===== src/rtl/asp_pkg.sv =====
package asp_pkg;

  localparam int COLOUR_ENTRIES = 16;
  localparam int PARAM_W = 10;
  localparam logic [PARAM_W-1:0] PARAM_MAX = 10'd1023;
  localparam logic [4:0] DEF_IDX = 5'd16;

  // register indexes on the config port
  localparam logic REG_DEFAULT_FG = 1'b0;
  localparam logic REG_DEFAULT_BG = 1'b1;

  localparam logic [7:0] CH_BEL  = 8'h07;
  localparam logic [7:0] CH_LF   = 8'h0A;
  localparam logic [7:0] CH_CR   = 8'h0D;
  localparam logic [7:0] CH_ESC  = 8'h1B;
  localparam logic [7:0] CH_LBR  = 8'h5B;  // '['
  localparam logic [7:0] CH_RBR  = 8'h5D;  // ']'
  localparam logic [7:0] CH_SEMI = 8'h3B;  // ';'
  localparam logic [7:0] CH_M    = 8'h6D;  // 'm'
  localparam logic [7:0] CH_ZERO = 8'h30;
  localparam logic [7:0] CH_NINE = 8'h39;
  localparam logic [7:0] FINAL_LO = 8'h40;
  localparam logic [7:0] FINAL_HI = 8'h7E;

  // SGR parameter codes
  localparam logic [PARAM_W-1:0] SGR_RESET        = 10'd0;
  localparam logic [PARAM_W-1:0] SGR_BOLD         = 10'd1;
  localparam logic [PARAM_W-1:0] SGR_LIGHT        = 10'd2;
  localparam logic [PARAM_W-1:0] SGR_ITALIC       = 10'd3;
  localparam logic [PARAM_W-1:0] SGR_UNDERLINE    = 10'd4;
  localparam logic [PARAM_W-1:0] SGR_FG_LO        = 10'd30;
  localparam logic [PARAM_W-1:0] SGR_FG_HI        = 10'd37;
  localparam logic [PARAM_W-1:0] SGR_BG_LO        = 10'd40;
  localparam logic [PARAM_W-1:0] SGR_BG_HI        = 10'd47;
  localparam logic [PARAM_W-1:0] SGR_FG_BRIGHT_LO = 10'd90;
  localparam logic [PARAM_W-1:0] SGR_FG_BRIGHT_HI = 10'd97;
  localparam logic [PARAM_W-1:0] SGR_BG_BRIGHT_LO = 10'd100;
  localparam logic [PARAM_W-1:0] SGR_BG_BRIGHT_HI = 10'd107;

  localparam logic [1:0] KIND_CHAR       = 2'd0;
  localparam logic [1:0] KIND_NEWLINE    = 2'd1;
  localparam logic [1:0] KIND_ERASE_CHAR = 2'd2;
  localparam logic [1:0] KIND_ERASE      = 2'd3;

  localparam logic [1:0] WEIGHT_NORMAL = 2'd0;
  localparam logic [1:0] WEIGHT_BOLD   = 2'd1;
  localparam logic [1:0] WEIGHT_LIGHT  = 2'd2;

  typedef enum logic [2:0] {
    MODE_NORMAL = 3'd0,
    MODE_CR     = 3'd1,
    MODE_ESC    = 3'd2,
    MODE_OSC    = 3'd3,
    MODE_CSI    = 3'd4
  } mode_t;

  typedef struct packed {
    logic       underline;
    logic       italic;
    logic [1:0] weight;
    logic [4:0] bg;
    logic [4:0] fg;
  } attr_t;

  localparam attr_t DEF_ATTRS = '{underline: 1'b0, italic: 1'b0, weight: WEIGHT_NORMAL,
                                  bg: DEF_IDX, fg: DEF_IDX};

  typedef struct packed {
    logic [PARAM_W-1:0] value;
    logic               has_digit;
    logic               invalid;
  } param_t;

  function automatic logic [23:0] palette(input logic [3:0] idx);
    logic [23:0] rgb;
    unique case (idx)
      4'd0:  rgb = 24'h010101;
      4'd1:  rgb = 24'hDE382B;
      4'd2:  rgb = 24'h39B54A;
      4'd3:  rgb = 24'hFFC706;
      4'd4:  rgb = 24'h006FB8;
      4'd5:  rgb = 24'h762671;
      4'd6:  rgb = 24'h2CB5E9;
      4'd7:  rgb = 24'hCCCCCC;
      4'd8:  rgb = 24'h808080;
      4'd9:  rgb = 24'hFF0000;
      4'd10: rgb = 24'h00FF00;
      4'd11: rgb = 24'hFFFF00;
      4'd12: rgb = 24'h0000FF;
      4'd13: rgb = 24'hFF00FF;
      4'd14: rgb = 24'h00FFFF;
      default: rgb = 24'hFFFFFF;
    endcase
    return rgb;
  endfunction

endpackage


===== src/rtl/asp_sgr_apply.sv =====
// Applies one finished SGR parameter to the pending attribute set.
module asp_sgr_apply (
  input  asp_pkg::param_t prm,
  input  asp_pkg::attr_t  pending,
  output asp_pkg::attr_t  updated
);
  import asp_pkg::*;

  logic [PARAM_W-1:0] n;
  logic [PARAM_W-1:0] d30, d90, d40, d100;

  assign n    = prm.value;
  assign d30  = n - SGR_FG_LO;
  assign d90  = n - SGR_FG_BRIGHT_LO;
  assign d40  = n - SGR_BG_LO;
  assign d100 = n - SGR_BG_BRIGHT_LO;

  always_comb begin
    updated = pending;
    if (prm.has_digit && !prm.invalid) begin
      priority if (n == SGR_RESET) begin
        updated = DEF_ATTRS;
      end else if (n == SGR_BOLD) begin
        updated.weight = WEIGHT_BOLD;
      end else if (n == SGR_LIGHT) begin
        updated.weight = WEIGHT_LIGHT;
      end else if (n == SGR_ITALIC) begin
        updated.italic = 1'b1;
      end else if (n == SGR_UNDERLINE) begin
        updated.underline = 1'b1;
      end else if (n >= SGR_FG_LO && n <= SGR_FG_HI) begin
        updated.fg = {2'b00, d30[2:0]};
      end else if (n >= SGR_FG_BRIGHT_LO && n <= SGR_FG_BRIGHT_HI) begin
        updated.fg = {2'b01, d90[2:0]};
      end else if (n >= SGR_BG_LO && n <= SGR_BG_HI) begin
        updated.bg = {2'b00, d40[2:0]};
      end else if (n >= SGR_BG_BRIGHT_LO && n <= SGR_BG_BRIGHT_HI) begin
        updated.bg = {2'b01, d100[2:0]};
      end else begin
        // unknown code, saturated values included
        updated = pending;
      end
    end
  end

endmodule


===== src/rtl/ansi_sgr_escape_parser.sv =====
// Channel  | Handshake              | Payload
// ---------+------------------------+----------------------------------------------
// input    | in_valid / in_ready    | char_code
// result   | out_valid / out_ready  | kind, out_char, fg_rgb, bg_rgb, weight,
//          |                        | italic, underline
// config   | cfg_we (no wait)       | cfg_index, cfg_data
//
// One byte per cycle sustained unless a stalled result holds it back. A byte is held
// in the input register, where the mode FSM, the parameter accumulator and SGR update
// resolve it in a single pass; a byte that emits then loads the output register.
// rst (synchronous) restores the default colors, normal mode and default attributes.
// A stalled result only holds back a byte that itself emits; the input register
// keeps taking beats while it is empty or moving.
module ansi_sgr_escape_parser (
  input  logic        clk,
  input  logic        rst,
  input  logic        in_valid,
  output logic        in_ready,
  input  logic [7:0]  char_code,
  input  logic        cfg_we,
  input  logic        cfg_index,
  input  logic [23:0] cfg_data,
  output logic        out_valid,
  input  logic        out_ready,
  output logic [1:0]  kind,
  output logic [7:0]  out_char,
  output logic [23:0] fg_rgb,
  output logic [23:0] bg_rgb,
  output logic [1:0]  weight,
  output logic        italic,
  output logic        underline
);
  import asp_pkg::*;

  logic [23:0] default_fg, default_bg;
  mode_t       mode, mode_next;
  param_t      prm, prm_next;
  attr_t       pending, pending_next, current, current_next, sgr_out;

  logic        s1_valid;
  logic [7:0]  s1_char;
  logic        s1_go;
  logic        emit;
  logic [1:0]  emit_kind;
  logic [7:0]  emit_char;

  logic        is_digit, is_final;
  logic [13:0] acc;

  assign is_digit = (s1_char >= CH_ZERO) && (s1_char <= CH_NINE);
  assign is_final = (s1_char >= FINAL_LO) && (s1_char <= FINAL_HI);
  assign acc = ({4'b0, prm.value} * 14'd10) + {6'b0, s1_char - CH_ZERO};

  asp_sgr_apply u_sgr (
    .prm     (prm),
    .pending (pending),
    .updated (sgr_out)
  );

  assign s1_go    = s1_valid && (!emit || !out_valid || out_ready);
  assign in_ready = !s1_valid || s1_go;

  // next mode
  always_comb begin
    mode_next = MODE_NORMAL;
    unique case (mode)
      MODE_CR: begin
        priority if (s1_char == CH_CR) mode_next = MODE_CR;
        else if (s1_char == CH_ESC) mode_next = MODE_ESC;
        else mode_next = MODE_NORMAL;
      end
      MODE_ESC: begin
        priority if (s1_char == CH_LBR) mode_next = MODE_CSI;
        else if (s1_char == CH_RBR) mode_next = MODE_OSC;
        else mode_next = MODE_NORMAL;
      end
      MODE_OSC: begin
        mode_next = (s1_char == CH_BEL) ? MODE_NORMAL : MODE_OSC;
      end
      MODE_CSI: begin
        priority if (is_digit || s1_char == CH_SEMI) mode_next = MODE_CSI;
        else if (is_final) mode_next = MODE_NORMAL;
        else mode_next = MODE_CSI;
      end
      default: begin
        priority if (s1_char == CH_ESC) mode_next = MODE_ESC;
        else if (s1_char == CH_CR) mode_next = MODE_CR;
        else mode_next = MODE_NORMAL;
      end
    endcase
  end

  // outputs and datapath updates
  always_comb begin
    emit         = 1'b0;
    emit_kind    = KIND_CHAR;
    emit_char    = 8'd0;
    prm_next     = prm;
    pending_next = pending;
    current_next = current;
    unique case (mode)
      MODE_CR: begin
        emit = 1'b1;
        priority if (s1_char == CH_CR || s1_char == CH_ESC) begin
          emit_kind = KIND_ERASE;
        end else if (s1_char == CH_LF) begin
          emit_kind = KIND_NEWLINE;
        end else begin
          emit_kind = KIND_ERASE_CHAR;
          emit_char = s1_char;
        end
      end
      MODE_ESC: begin
        if (s1_char == CH_LBR) begin
          prm_next     = '0;
          pending_next = DEF_ATTRS;
        end
      end
      MODE_OSC: begin
      end
      MODE_CSI: begin
        priority if (is_digit) begin
          prm_next.value     = (acc > {4'b0, PARAM_MAX}) ? PARAM_MAX : acc[PARAM_W-1:0];
          prm_next.has_digit = 1'b1;
        end else if (s1_char == CH_SEMI) begin
          prm_next     = '0;
          pending_next = sgr_out;
        end else if (s1_char == CH_M) begin
          prm_next     = '0;
          pending_next = sgr_out;
          current_next = sgr_out;
        end else if (is_final) begin
          prm_next = '0;
        end else begin
          prm_next.invalid = 1'b1;
        end
      end
      default: begin
        if (s1_char != CH_ESC && s1_char != CH_CR) begin
          emit = 1'b1;
          if (s1_char == CH_LF) begin
            emit_kind = KIND_NEWLINE;
          end else begin
            emit_kind = KIND_CHAR;
            emit_char = s1_char;
          end
        end
      end
    endcase
  end

  always_ff @(posedge clk) begin
    if (rst) begin
      default_fg <= 24'hCCCCCC;
      default_bg <= 24'h000000;
    end else if (cfg_we) begin
      unique case (cfg_index)
        REG_DEFAULT_FG: default_fg <= cfg_data;
        REG_DEFAULT_BG: default_bg <= cfg_data;
        default: ;
      endcase
    end
  end

  always_ff @(posedge clk) begin
    if (rst) begin
      s1_valid <= 1'b0;
    end else if (in_ready) begin
      s1_valid <= in_valid;
    end
    if (in_ready && in_valid) s1_char <= char_code;
  end

  always_ff @(posedge clk) begin
    if (rst) begin
      mode    <= MODE_NORMAL;
      prm     <= '0;
      pending <= DEF_ATTRS;
      current <= DEF_ATTRS;
    end else if (s1_go) begin
      mode    <= mode_next;
      prm     <= prm_next;
      pending <= pending_next;
      current <= current_next;
    end
  end

  // result register: loads a beat from the parse stage, drops it when taken
  always_ff @(posedge clk) begin
    if (rst) begin
      out_valid <= 1'b0;
    end else if (s1_go && emit) begin
      out_valid <= 1'b1;
    end else if (out_ready) begin
      out_valid <= 1'b0;
    end
    if (s1_go && emit) begin
      kind      <= emit_kind;
      out_char  <= emit_char;
      fg_rgb    <= current.fg[4] ? default_fg : palette(current.fg[3:0]);
      bg_rgb    <= current.bg[4] ? default_bg : palette(current.bg[3:0]);
      weight    <= current.weight;
      italic    <= current.italic;
      underline <= current.underline;
    end
  end

`ifndef SYNTHESIS
  a_stall_holds: assert property (@(posedge clk) disable iff (rst)
    s1_valid && !s1_go |=> s1_valid && $stable(s1_char))
    else $error("parse stage lost a stalled byte");

  a_no_overrun: assert property (@(posedge clk) disable iff (rst)
    out_valid && !out_ready |=> out_valid && $stable(kind) && $stable(out_char))
    else $error("result overwritten while stalled");

  a_char_zero: assert property (@(posedge clk) disable iff (rst)
    out_valid && (kind == KIND_NEWLINE || kind == KIND_ERASE) |-> out_char == 8'd0)
    else $error("non-char result carries a character");

  a_weight_code: assert property (@(posedge clk) disable iff (rst)
    out_valid |-> weight != 2'd3)
    else $error("bad weight code");

  a_esc_enters_csi: assert property (@(posedge clk) disable iff (rst)
    s1_go && mode == MODE_ESC && s1_char == CH_LBR |=> mode == MODE_CSI && prm == '0)
    else $error("CSI entry did not clear the parameter");
`endif

endmodule


===== config.mk =====
export PLATFORM = sky130hd
export DESIGN_NAME = ansi_sgr_escape_parser
export DESIGN_NICKNAME = d
export VERILOG_FILES = /design/src/rtl/asp_pkg.sv /design/src/rtl/asp_sgr_apply.sv /design/src/rtl/ansi_sgr_escape_parser.sv
export SDC_FILE = /design/constraint.sdc
export NUM_CORES = 1
export LEC_CHECK = 0
export BUFFER_PORTS_ARGS = -buffer_cell sky130_fd_sc_hd__buf_4
export CELL_PAD_IN_SITES_DETAIL_PLACEMENT = 1
export CELL_PAD_IN_SITES_GLOBAL_PLACEMENT = 1
export CORE_MARGIN = 8
export CORE_UTILIZATION = 40
export DETAILED_ROUTE_END_ITERATION = 8
export HOLD_SLACK_MARGIN = 0.05
export PLACE_DENSITY = 0.82
export RECOVER_POWER = 25
export SETUP_SLACK_MARGIN = 0.02
export SYNTH_ARGS = -nofsm -noshare
export SYNTH_HDL_FRONTEND = slang
export SYNTH_SLANG_ARGS = --single-unit
export TNS_END_PERCENT = 20

===== constraint.sdc =====
create_clock -name clk -period 3.45 [get_ports clk]
set_clock_uncertainty 0.05 [all_clocks]
set_input_delay 0.345 -clock clk [delete_from_list [all_inputs] [get_ports clk]]
set_output_delay 0.345 -clock clk [all_outputs]
set_load 0.1 [all_outputs]

* Yosys cells after proc, flatten, opt, wreduce, memory -nomap -nowiden *
Memory sizes are Yosys's and may differ from the RTL's. A register that Yosys moved wholly into a read port is not among the register bits.
Cells that the tools add are included.

cells by class
  eq/ne operators = 22
  $add $sub $neg = 6
  order comparisons = 13
  reduce and logical (&&, ||, !) cells = 30
  bitwise gates (word level) = 3
  multipliers = 1
  mux-type cells = 62

operators with widths
  kind                                                                count
  2-to-1 mux 14 bit                                                   6
  2-to-1 mux 10 bit                                                   5
  2-to-1 mux 24 bit                                                   2
  2-to-1 mux 12 bit                                                   3
  2-to-1 mux 5 bit                                                    6
  case mux 14 bit (2 select lines)                                    1
  == test 8 x 7 -> 1 bit, second input constant                       3
  2-to-1 mux 8 bit                                                    3
  case mux 12 bit (2 select lines)                                    1
  2-to-1 mux 11 bit                                                   2
  2-to-1 mux 2 bit                                                    11
  == test 10 x 2 -> 1 bit, second input constant                      2
  greater-or-equal comparator 10 x 7 -> 1 bit, second input constant  2
  less-or-equal comparator 10 x 6 -> 1 bit, second input constant     2
  less-or-equal comparator 10 x 7 -> 1 bit, second input constant     2
  == test 8 x 4 -> 1 bit, second input constant                       2
  2-to-1 mux 4 bit                                                    4
  case mux 8 bit (2 select lines)                                     1
  adder 14 x 8 -> 14 bit                                              1
  > comparator 14 x 10 -> 1 bit, second input constant                1
  multiplier 10 x 3 -> 13 bit, second input constant                  1
  case mux 3 bit (4 select lines)                                     1
  logical AND 1 bit                                                   11
  2-to-1 mux 1 bit                                                    11
  35 further kinds                                                    53

word-level totals
  word-level logic and storage cells = 165
  output and inout bits = 64
  ROM bits = 768
  memories = 2
  register bits after elaboration = 163
  input port bits = 38

memory list
  name              words  bits a word  read ports  clocked after Yosys merged registers in  write ports  RTL line       RTL
  (name not given)  16     24           1           1                                        0            asp_pkg.sv:76  unique case (idx)
  (name not given)  16     24           1           1                                        0            asp_pkg.sv:76

* Depth between registers and ports, before layout *
  word-level depth = 16
  depth in mapped cells = 16
  mapped depth without buffers = 14

* Hierarchy *
A second synthesis with hierarchy kept.

second synthesis, totals
  cell total of the unflattened synthesis = 927
  area total of the unflattened synthesis = 9,570.4 µm²

modules (own cells, without submodules)
  module                  times used  seq. area each (µm²)  area an instance (µm²)  cells each
  ansi_sgr_escape_parser  1           4,924.7               9,012.4                 848
  asp_sgr_apply           1           0.0                   558.0                   79

* Worst setup path before layout *
Ideal clock, no wire load.

  path type = flip-flop to flip-flop
  start = reg s1_char[4]
  end = reg bg_rgb[0] (enable)
  buffers on the path = 1
  path slack = -251 ps
  library setup time = 426 ps
  cell stages (with the launch flop) = 9
  data required time = 2,974 ps
  arrival = 3,225 ps
  period minus slack after synthesis = 3,701 ps
  cell sequence = edfxtp_1 -> inv_1 -> ha_1 -> and3b_1 -> o2111ai_1 -> a21boi_0 -> o41a_1 -> clkbuf_1 -> and2_1

on the way
  longest elaborated chain between the ends = 9
  elaborated cells on any way between the ends = 10
  those cells by class = eq/ne: 2; mux: 2; reduce/logical: 6

RTL lines
  item                                                              RTL line                       RTL
  from (decl)                                                       ansi_sgr_escape_parser.sv:41   logic [7:0] s1_char;
  from (signal assigned)                                            ansi_sgr_escape_parser.sv:171  if (in_ready && in_valid) s1_char <= char_code;
  != test 8 x 5 -> 1 bit or != test 8 x 4 -> 1 bit (tied branches)  ansi_sgr_escape_parser.sv:139  if (s1_char != CH_ESC && s1_char != CH_CR) begin
  logical AND 1 bit (*)                                             ansi_sgr_escape_parser.sv:139
  2-to-1 mux 1 bit (*)                                              ansi_sgr_escape_parser.sv:139
  case mux 1 bit (2 select lines) (*)                               ansi_sgr_escape_parser.sv:101  unique case (mode)
  logical NOT 1 bit                                                 ansi_sgr_escape_parser.sv:60   assign s1_go = s1_valid && (!emit || !out_valid || out_ready);
  logical OR 1 bit (2 in series)                                    ansi_sgr_escape_parser.sv:60
  logical AND 1 bit                                                 ansi_sgr_escape_parser.sv:60
  logical AND 1 bit (*)                                             ansi_sgr_escape_parser.sv:197  if (s1_go && emit) begin
  to (signal assigned)                                              ansi_sgr_escape_parser.sv:201  bg_rgb <= current.bg[4] ? default_bg : palette(current.bg[3:0]);
  to (decl)                                                         ansi_sgr_escape_parser.sv:28   output logic [23:0] bg_rgb,

Every way passes the cells marked *; elsewhere a longest branch is shown, timed or not.
A chain may end at the register's enable or synchronous reset.

==> flow_metrics.env <==
export IMPL_io_buffer_count=101
export IMPL_fp_dieH_um=171
export IMPL_layout_nets=1182
export IMPL_yosysSeqAreaShare_pct=51.2
export IMPL_p_seq_share_pct=48.8
export IMPL_cp_start_kind="flop"
export IMPL_dieWidth_um=171
export IMPL_setup_slack_ps=127
export IMPL_insertion_delay_ps=500
export IMPL_coreArea_um2=23500
export IMPL_synthTopCellsByArea="dfxtp_1, edfxtp_1, nand2_1"
export IMPL_tritoncts="done"
export IMPL_place_gp_congestion=0.887
export IMPL_top_level_ports=102
export IMPL_cts_max_level=1
export IMPL_peakVddDrop_mv=0.337
export IMPL_synth_top_area_cell="dfxtp_1"
export IMPL_drv_slew=0
export IMPL_setup_viol=0
export IMPL_synth_edf_count=70
export IMPL_drive_gt1_share_pct=21.2
export IMPL_fmax_ghz=0.301
export IMPL_syn_num_nets=1054
export IMPL_num_antenna_cells=0
export IMPL_start_util_pct=40.9
export IMPL_cts_sinks=211
export IMPL_avgSynthCellArea_um2=9.91
export IMPL_hold_class="in2reg"
export IMPL_post_route_util_pct=49.8
export IMPL_viasPerCell=5.48
export IMPL_ctsLongestPathBuffers=3
export IMPL_place_ws_ps=-76.2
export IMPL_synth_warnings=0
export IMPL_syn_inst=971
export IMPL_grt_max_degree=50
export IMPL_ys_ff_latch=211
export IMPL_dr_pass1_iters=5
export IMPL_wire_per_inst_um=19.9
export IMPL_grt_pass1_wl_mm=44.8
export IMPL_num_vias=7865
export IMPL_min_period_ps=3320
export IMPL_crit_arrival_ps=3630
export IMPL_internal_power_uw=4080
export IMPL_path_class="reg2reg"
export IMPL_ys_async_sr_fraction_pct=0
export IMPL_p_comb_share_pct=10.5
export IMPL_hold_violations=0
export IMPL_p_total_uw=5510
export IMPL_rows=56
export IMPL_final_fill_count=2658
export IMPL_multi_input_area_um2=4470
export IMPL_synthesis_area_um2=9630
export IMPL_power_switching_uw=1430
export IMPL_overflow=0
export IMPL_power_leakage_uw=0.00475
export IMPL_grt_pass1_vias=8440
export IMPL_die_area_um2=29300
export IMPL_cp_end_kind="flop"
export IMPL_worst_slew_pin_slew_ps=1220
export IMPL_post_dp_cell_area_um2=10900
export IMPL_final_period_utilization_pct=96.3
export IMPL_register_area_um2=4930
export IMPL_ant_nets=0
export IMPL_pwr_share_clk_pct=40.7
export IMPL_p_per_area_nw_per_um2=470
export IMPL_cts_buffers_inserted=23
export IMPL_max_cap_viol_count=0
export IMPL_ys_flop_type="dfxtp_1"
export IMPL_track_usage_pct=19.0
export IMPL_synth_top_area_share_pct=29.3
export IMPL_drt_iter0_markers=504
export IMPL_cts_root_buf="clkbuf_16"
export IMPL_drc=0
export IMPL_cp_max_fo=11
export IMPL_ys_types=80
export IMPL_outcome="finished, final reports clean"
export IMPL_hpwlAfterDp_mm=20.2
export IMPL_wirelength_mm=28.6
export IMPL_area_delta_synth_final_pct=21.7
export IMPL_clk_pin_slew_ps=60
export IMPL_switching_share_pct=26.0
export IMPL_worstPathRequired_ps=3760
export IMPL_fin_area_um2=11700
export IMPL_slew_headroom_pct=18.7
export IMPL_whs_ps=68.9
export IMPL_antenna_found_initial=0
-- final cells by class --
class                      count  share of cell area, %
inverter                      27                  0.908
clock inverter                10                  0.427
sequential                   211                   42.1
multi-input combinational    681                   38.1
tap                          319                   3.41
timing repair buffer         155                   9.58
clock buffer                  31                   5.43
-- timing repair --
item,CTS,global route
hold buffers,13,0
setup buffers,1,1
setup endpoints to repair,12,18
hold endpoints to repair,13,0
pin swaps,0,4
resized for setup,1,23
cloned,0,1
-- worst max-delay path, stage by stage (launching register included) --
cell,delay (ps)
dfxtp_4,410
inv_1,80
ha_1,180
nor2b_1,120
o31a_1,290
o211a_1,280
or3_4,360
buf_4,170
a31oi_4,180
a21oi_2,110
nand2_4,140
inv_4,90
ha_1,240
nor2b_2,180
a22oi_1,190
o211ai_1,100
-- power by group through the flow --
| stage | Clock (uW) | Combinational [uW] | Sequential (uW) |
|---|---|---|---|
| global placement | 0 | 557 | 2740 |
| CTS | 2290 | 588 | 2690 |
| detailed placement | 0 | 571 | 2750 |
| floorplan | 0 | 152 | 2990 |
| global route | 2380 | 603 | 2700 |
| finish | 2240 | 576 | 2690 |
-- cell usage in the layout, fill, tap and decap left out, types with 6 or more instances in the layout --
cell type,n
a221o_1,10
nor3_1,23
edfxtp_1,70
nor2_1,63
nand4_1,6
dfxtp_1,137
nor4_1,7
nand3_1,24
a21oi_1,85
buf_4,101
nand2_1,167
mux2i_1,7
o211ai_1,8
o21ai_0,31
and2_1,11
ha_1,42
clkbuf_4,8
nand2b_1,6
clkbuf_16,23
xnor2_1,7
dlygate4sd3_1,13
nor2b_1,8
inv_1,22
clkbuf_1,34
mux2_2,48
xor2_1,7
-- synthesized netlist by cell type (all sizes together) (6+ instances only) --
cell type / count
nor3: 25
nand2: 168
nor2b: 12
a211oi: 6
buf: 21
clkbuf: 31
nand2b: 6
inv: 27
o211ai: 8
nand4: 6
mux2i: 8
ha: 43
nor2: 63
a21oi: 88
nor4: 8
mux2: 48
nand3: 24
xor2: 7
xnor2: 7
and2: 12
edfxtp: 70
o21ai: 33
a221o: 10
dfxtp: 141
-- metrics by stage --
| stage | instances | TNS, ps |
|---|---|---|
| finish | 1434 | 0 |
| global route | 1434 | -12.9 |
| CTS | 1432 | 0 |
| detailed placement | 1377 | -293 |
| global placement | 1377 | 0 |
| floorplan | 971 | 0 |
-- per-layer routing --
metal,share of wire [%],track usage (%),routed length (um)
met1,41,22.3,11800
met2,51,34.3,14500
met4,3.6,7.56,1030
met3,4.6,2.67,1320
met5,0,0,0
-- cell families (layout without fill, tap and decap cells) --
logic type,count (synthesis),count (layout),synth area share [%]
flops,211,211,51.2
simple gates,360,360,17.6
fa+ha+maj,45,45,6.00
mux,56,56,6.45
xor+xnor,14,14,1.27
compound gates,206,206,14.1
buf+inv,79,223,3.41
-- path summary, 6_finish.rpt --
path | start | to | slack (ps) | depth (start not counted)
setup reg to reg | prm[4] | flop | 130 | 15
hold / removal | cfg_data[22] | default_fg[22] | 70 | 3
setup / recovery | prm[4] | flop | 130 | 15
hold reg to reg | default_fg[9] | default_fg[9] | 410 | 2
(Power assumes the default switching activity.)
